## src/hw/rtl/spdt_pkg.sv

```systemverilog
// ----------------------------------------------------------------------------
// spdt_pkg
// Types, constants and helpers of the spring/damper torque core.
// ----------------------------------------------------------------------------
package spdt_pkg;

	localparam int TABLE_POINTS_DEF = 16;
	localparam int DIV_STAGES       = 32;

	// configuration register indexes
	localparam logic [2:0] CFG_SPRING_GAIN  = 3'd0;
	localparam logic [2:0] CFG_REST_ANGLE   = 3'd1;
	localparam logic [2:0] CFG_DAMPING_GAIN = 3'd2;
	localparam logic [2:0] CFG_TORQUE_LIMIT = 3'd3;
	localparam logic [2:0] CFG_LIMIT_ENABLE = 3'd4;
	localparam logic [2:0] CFG_CURVE_POINTS = 3'd5;

	// input item kinds
	localparam logic KIND_EVAL = 1'b0;
	localparam logic KIND_LOAD = 1'b1;

	// how the spring torque is formed
	typedef enum logic [1:0] {
		MODE_HOOKE,
		MODE_LOW,
		MODE_HIGH,
		MODE_INTERP
	} mode_t;

	typedef struct packed {
		logic               kind;
		logic signed [31:0] angle;
		logic signed [31:0] velocity;
		logic [3:0]         point_index;
		logic signed [31:0] point_angle;
		logic signed [31:0] point_torque;
	} in_item_t;

	// result of the table lookup stages
	typedef struct packed {
		logic signed [31:0] angle;
		logic signed [31:0] velocity;
		mode_t              mode;
		logic signed [31:0] a_lo;
		logic signed [31:0] a_hi;
		logic signed [31:0] t_lo;
		logic signed [31:0] t_hi;
	} lk_out_t;

	// side data riding along the divider
	typedef struct packed {
		logic               hook;
		logic               neg;
		logic signed [31:0] t_lo;
		logic signed [48:0] h;
		logic signed [47:0] dm;
	} pay_t;

	typedef struct packed {
		logic [31:0] rem;
		logic [31:0] dvd;
		logic [31:0] dvs;
		logic [31:0] quo;
		pay_t        pay;
	} div_stage_t;

	// one restoring division step, one quotient bit
	function automatic div_stage_t div_step(div_stage_t s);
		div_stage_t r;
		logic [32:0] t;
		logic        ge;
		r  = s;
		t  = {s.rem, s.dvd[31]};
		ge = (t >= {1'b0, s.dvs});
		r.rem = ge ? 32'(t - {1'b0, s.dvs}) : t[31:0];
		r.dvd = {s.dvd[30:0], 1'b0};
		r.quo = {s.quo[30:0], ge};
		return r;
	endfunction

endpackage

```

## src/hw/rtl/spdt_lookup.sv

```systemverilog
// ----------------------------------------------------------------------------
// spdt_lookup
// Breakpoint tables, bracket search and operand fetch (stages s1..s3).
// ----------------------------------------------------------------------------
module spdt_lookup #(
	parameter int TABLE_POINTS = spdt_pkg::TABLE_POINTS_DEF,
	parameter int IDX_W        = $clog2(TABLE_POINTS),
	parameter int N_W          = $clog2(TABLE_POINTS + 1)
) (
	input  logic               clk,
	input  logic               arst_n,
	input  logic               en,
	input  logic               in_v,
	input  spdt_pkg::in_item_t in_item,
	input  logic [N_W-1:0]     n_pts,
	output logic               v_s3,
	output spdt_pkg::lk_out_t  out_s3
);

	// stage 1
	logic               v_s1;
	spdt_pkg::in_item_t it_s1;
	// stage 2
	logic               v_s2;
	spdt_pkg::in_item_t it_s2;
	spdt_pkg::mode_t    mode_s2;
	logic [IDX_W-1:0]   lo_s2;
	logic [IDX_W-1:0]   hi_s2;

	// compare copy of the angle table: each entry read at its own comparator
	logic signed [31:0] atab_q [TABLE_POINTS];
	// indexed copies
	logic signed [31:0] ang_mem [TABLE_POINTS];
	logic signed [31:0] trq_mem [TABLE_POINTS];

	logic [TABLE_POINTS-1:0] gt;
	logic [TABLE_POINTS-1:0] ge;
	logic [IDX_W-1:0]        last;
	logic [IDX_W-1:0]        hi_c;
	logic [IDX_W-1:0]        lo_c;
	spdt_pkg::mode_t         mode_c;
	logic                    ld_ok_s1;
	logic                    ld_ok_s2;
	logic [IDX_W-1:0]        widx_s1;
	logic [IDX_W-1:0]        widx_s2;

	// valid bits
	always_ff @(posedge clk or negedge arst_n) begin
		if (!arst_n) begin
			v_s1 <= 1'b0;
			v_s2 <= 1'b0;
			v_s3 <= 1'b0;
		end else if (en) begin
			v_s1 <= in_v;
			v_s2 <= v_s1;
			v_s3 <= v_s2 && (it_s2.kind == spdt_pkg::KIND_EVAL);
		end
	end

	// load slot decode
	assign ld_ok_s1 = v_s1 && (it_s1.kind == spdt_pkg::KIND_LOAD)
		&& (32'(it_s1.point_index) < TABLE_POINTS);
	assign ld_ok_s2 = v_s2 && (it_s2.kind == spdt_pkg::KIND_LOAD)
		&& (32'(it_s2.point_index) < TABLE_POINTS);
	assign widx_s1 = IDX_W'(it_s1.point_index);
	assign widx_s2 = IDX_W'(it_s2.point_index);

	// bracket search against every breakpoint
	always_comb begin
		for (int i = 0; i < TABLE_POINTS; i++) begin
			gt[i] = atab_q[i] > it_s1.angle;
			ge[i] = it_s1.angle >= atab_q[i];
		end
		last = IDX_W'(n_pts - 1'b1);
		hi_c = last;
		for (int i = TABLE_POINTS - 1; i >= 1; i--) begin
			if ((IDX_W'(i) <= last) && gt[i]) begin
				hi_c = IDX_W'(i);
			end
		end
		if (32'(n_pts) < 2) begin
			mode_c = spdt_pkg::MODE_HOOKE;
			lo_c   = '0;
		end else if (!gt[0]) begin
			mode_c = (it_s1.angle == atab_q[0]) ? spdt_pkg::MODE_LOW : spdt_pkg::MODE_INTERP;
			lo_c   = '0;
			if (ge[last]) begin
				mode_c = spdt_pkg::MODE_HIGH;
				lo_c   = last;
			end
			if (it_s1.angle == atab_q[0]) begin
				mode_c = spdt_pkg::MODE_LOW;
				lo_c   = '0;
			end else if (!ge[last]) begin
				lo_c = hi_c - 1'b1;
			end
		end else begin
			mode_c = spdt_pkg::MODE_LOW;
			lo_c   = '0;
		end
	end

	// compare table written as a load leaves s1
	always_ff @(posedge clk) begin
		if (en && ld_ok_s1) begin
			atab_q[widx_s1] <= it_s1.point_angle;
		end
	end

	// stage payload; indexed tables written as a load leaves s2, read into s3
	always_ff @(posedge clk) begin
		if (en) begin
			it_s1   <= in_item;
			it_s2   <= it_s1;
			mode_s2 <= mode_c;
			lo_s2   <= lo_c;
			hi_s2   <= hi_c;
			out_s3.angle    <= it_s2.angle;
			out_s3.velocity <= it_s2.velocity;
			out_s3.mode     <= mode_s2;
			if (ld_ok_s2) begin
				ang_mem[widx_s2] <= it_s2.point_angle;
				trq_mem[widx_s2] <= it_s2.point_torque;
			end
			out_s3.a_lo <= ang_mem[lo_s2];
			out_s3.a_hi <= ang_mem[hi_s2];
			out_s3.t_lo <= trq_mem[lo_s2];
			out_s3.t_hi <= trq_mem[hi_s2];
		end
	end

endmodule

```

## config.mk

```make
export PLATFORM = sky130hd
export DESIGN_NAME = spdt_lookup
export DESIGN_NICKNAME = d
export VERILOG_FILES = /design/src/hw/rtl/spdt_pkg.sv /design/src/hw/rtl/spdt_lookup.sv
export SDC_FILE = /design/constraint.sdc
export NUM_CORES = 2
export LEC_CHECK = 0
export BUFFER_PORTS_ARGS = -buffer_cell sky130_fd_sc_hd__buf_4
export CAP_MARGIN = 20
export CORE_MARGIN = 1.5
export CORE_UTILIZATION = 61
export DETAILED_ROUTE_END_ITERATION = 6
export GPL_TIMING_DRIVEN = 0
export PLACE_DENSITY = 0.79
export SLEW_MARGIN = 20
export SYNTH_ARGS = -nofsm -noshare
export SYNTH_HDL_FRONTEND = slang
export SYNTH_SLANG_ARGS = --single-unit
```

## constraint.sdc

```tcl
create_clock -name clk -period 8.8 [get_ports clk]
set_clock_uncertainty 0.1 [all_clocks]
set_input_delay 2.64 -clock clk [delete_from_list [all_inputs] [get_ports clk]]
set_output_delay 2.64 -clock clk [all_outputs]
set_load 0.02 [all_outputs]
```

==> metrics.txt <==
number of hold buffers added after CTS 0; area share of the largest cell type after synthesis 0.673; hold depth 0; normalized max-slew margin 0.162; cell types with the highest counts after synthesis sky130_fd_sc_hd__edfxtp_1 (2006), sky130_fd_sc_hd__mux4_2 (640), sky130_fd_sc_hd__inv_1 (535); DP Wirelength 156000 um; Floorplan Core Area 146000 um^2; height of the chip 386 um; std cell rows 140; share of the synthesized netlist area taken by xor and xnor gates 0.000685; area delta synth->final 16.2%; gp weighted congestion 0.889; max-cap viol count 0; Final Routed Wirelength 249000 um; largest cells by area after synthesis sky130_fd_sc_hd__edfxtp_1 (67%), sky130_fd_sc_hd__mux4_2 (16%), sky130_fd_sc_hd__ha_1 (7.2%); switching fraction of total power 0.249; post-synthesis simple-gate area fraction 0.0286; kind of end point of the critical path flop; area fraction in compound gates after synthesis 0.0334; wire length per cell after detailed routing 32.7 um; post-synthesis sequential area ratio 0.674; area of the die 149000 um^2; GRT Residual Overflow 0; fraction of the cycle the final worst path needs 0.727; vias after detailed routing 52.1k; Post-Synthesis Cells 4836; starting density of the core 0.615; count of H-tree levels built during CTS 4; initial antenna violation count 8; die width 386 um; insertion delay of the later-clocked pin in the worst-skew pair 0.83 ns; Data required, critical path 9.22 ns; ratio of cells with drive above 1 in the final layout 0.265; cell-internal power 17.0 mW; IO Pins 337; unrepaired setup endpoints after global routing false; number of buffers inserted to repair setup after CTS 0; worst hold slack 0.315 ns; main combinational cell family by area after synthesis multiplexers; IR Drop Worst-Case VDD 0.195 mV; post-CTS resize count 0; Clock transition at path regs 0.06 ns; worst setup path end lo_s2[2]; depth of the worst register-to-register path 16; total global-route track usage 0.338; final setup vio count 0; maximum buffer depth of the clock tree 3; endpoint of the worst register-to-register path lo_s2[2]; number of distinct library cells after synthesis 75; kind of critical path input pin to flop; post-route DRC violation count 0; reg2reg start it_s1[131]; number of pins exceeding their max-slew limit in the final report 0; Power Density 218 nW/um^2; number of design-rule violations left by the first detailed-router iteration 6621; Clk pwr share 0.368; TritonCTS clock tree built; syn nets 5493; Antenna Violating Nets Remaining 0; nature of the critical path startpoint input pin; post-synthesis adder-cell area fraction 0.0720; setup TNS 0 ns; arrival time of the worst setup path 6.82 ns; Post-DP Area 97400 um^2; final hold violation count 0; Crit. Startpoint n_pts[0]; Min-Delay Path Class flop to flop; post-route cell area 104000 um^2; Sequential Power Share 0.498; Post-Synthesis Cell Area 89500 um^2; first-pass GRT wire length 357000 um; post-route total power 22.6 mW; number of optimization iterations in the first detailed-route pass 6; mux contribution to synthesized area 0.162; Max Clk Rate 0.156 GHz; measured slew at the worst slew-check pin 1.24 ns; share of flip-flops with an asynchronous set or reset after synthesis 0.00149; total of flip-flops plus latches after synthesis 2009; switching pwr 5.64 mW; Post-layout nets 6197; maximum fanout encountered on the critical timing path 10; Most used DFF post-synth sky130_fd_sc_hd__edfxtp_1; most frequently used cell type in the post-synthesis netlist sky130_fd_sc_hd__edfxtp_1; warning count from the yosys run 0; clock period minus final worst setup slack 6.40 ns; pin count of the biggest net entering global routing 99; IO Port Bufs 335; clock sinks 2009; outcome finished clean; Vias/cell 6.84; via count of the first global-routing pass 53.6k; R2R Setup Slk 3.02 ns; P_leak 37.6 nW; proportion of power drawn by combinational gates 0.134; Root Driver sky130_fd_sc_hd__clkbuf_16; cell type with the highest aggregate area in the netlist sky130_fd_sc_hd__edfxtp_1; total CTS buffers 196; average footprint of a synthesized cell 18.5 um^2; Post-synth EDFFs 2006
-- sequential cells by signal, indices dropped and copies added (netlist names) --
| name | cells |
|---|---|
| ang_mem | 512 |
| atab_q | 512 |
| trq_mem | 512 |
| out_s3 | 194 |
| it_s1 | 129 |
| it_s2 | 129 |
| hi_s2 | 4 |
| lo_s2 | 4 |
| widx_s1 | 4 |
| widx_s2 | 4 |
| mode_s2 | 2 |
| v_s1 | 1 |
| v_s2 | 1 |
| v_s3 | 1 |
-- power groups by stage --
stage | clock network, mW | registers, mW | logic [mW]
after global placement | 0 | 11.5 | 2.70
after detailed placement | 0 | 11.5 | 2.90
final | 8.33 | 11.3 | 3.03
after CTS | 8.38 | 11.3 | 2.96
after global routing | 8.71 | 11.3 | 3.16
after floorplan | 0 | 11.4 | 1.66
-- cell usage in the layout (no fill, tap or decap), types with 32 or more instances in the layout --
| cell | instances |
|---|---|
| sky130_fd_sc_hd__nand3_1 | 61 |
| sky130_fd_sc_hd__clkbuf_1 | 116 |
| sky130_fd_sc_hd__nor2_1 | 69 |
| sky130_fd_sc_hd__clkbuf_16 | 201 |
| sky130_fd_sc_hd__edfxtp_1 | 2006 |
| sky130_fd_sc_hd__a21oi_1 | 174 |
| sky130_fd_sc_hd__nand2_1 | 124 |
| sky130_fd_sc_hd__buf_4 | 374 |
| sky130_fd_sc_hd__a21o_1 | 32 |
| sky130_fd_sc_hd__nand4_1 | 88 |
| sky130_fd_sc_hd__buf_16 | 62 |
| sky130_fd_sc_hd__clkinv_2 | 40 |
| sky130_fd_sc_hd__clkinv_1 | 47 |
| sky130_fd_sc_hd__inv_1 | 535 |
| sky130_fd_sc_hd__mux4_2 | 640 |
| sky130_fd_sc_hd__o21ai_0 | 78 |
| sky130_fd_sc_hd__o211ai_1 | 33 |
| sky130_fd_sc_hd__ha_1 | 515 |
-- how the worst min path moves through the flow --
stage / startpoint / slack, ns / to
after floorplan: it_s1[0] / 0.30 / it_s2[0]
after global placement: it_s2[79] / 0.30 / out_s3[141]
after detailed placement: it_s1[19] / 0.30 / it_s2[19]
after CTS: it_s2[100] / 0.32 / out_s3[162]
after global routing: it_s2[121] / 0.32 / out_s3[183]
final: it_s2[100] / 0.32 / out_s3[162]
-- cell type report --
| cell class | instances | area [um^2] |
|---|---|---|
| clock buffers | 237 | 5160 |
| repair buffers | 506 | 5560 |
| multi-input cells | 2145 | 26800 |
| diodes | 2 | 5.00 |
| inverters | 535 | 2010 |
| well taps | 1917 | 2400 |
| plain buffers | 147 | 603 |
| fillers | 8440 | 41600 |
| flip-flops and latches | 2009 | 60300 |
| clock inverters | 122 | 1110 |
-- layer usage --
metal,GRT usage,wire (um)
met1,0.413,82900
met3,0.0700,26400
met5,0,63
met4,0.198,16300
met2,0.561,123000
-- worst max-delay path, stage by stage --
cell and delay [ns]:
sky130_fd_sc_hd__buf_4 0.11, sky130_fd_sc_hd__buf_1 0.46, sky130_fd_sc_hd__inv_1 0.29, sky130_fd_sc_hd__ha_1 0.36, sky130_fd_sc_hd__clkbuf_1 0.39, sky130_fd_sc_hd__nand2_1 0.31, sky130_fd_sc_hd__o221ai_1 0.25, sky130_fd_sc_hd__or4_1 0.16
sky130_fd_sc_hd__a31oi_1 0.13, sky130_fd_sc_hd__a2111oi_1 0.52, sky130_fd_sc_hd__o31ai_1 0.17, sky130_fd_sc_hd__a31oi_1 0.36, sky130_fd_sc_hd__inv_1 0.09, sky130_fd_sc_hd__ha_1 0.22, sky130_fd_sc_hd__xor2_1 0.17, sky130_fd_sc_hd__a21oi_1 0.13
sky130_fd_sc_hd__a211oi_1 0.07
-- logic make-up (layout without fill, tap and decap cells) --
kind of cell | after synthesis | after routing
xor gates and xnor gates | 7 | 7
other | 0 | 2
adders and majority gates | 515 | 515
muxes | 651 | 651
buffers and inverters | 682 | 1547
DFF | 2009 | 2009
AOI/OAI and AO/OA | 467 | 467
and+or+nand+nor | 505 | 505
-- through the flow --
stage	setup slack, ns	instances	util
2_1_floorplan	0.686	4836	-
3_3_place_gp	-11.69	7088	0.648
3_5_place_dp	1.85	7244	0.669
4_1_cts	2.68	7603	0.712
5_1_grt	2.25	7619	0.714
6_report	2.40	7620	0.714
Power figures use the tool's default switching activity.
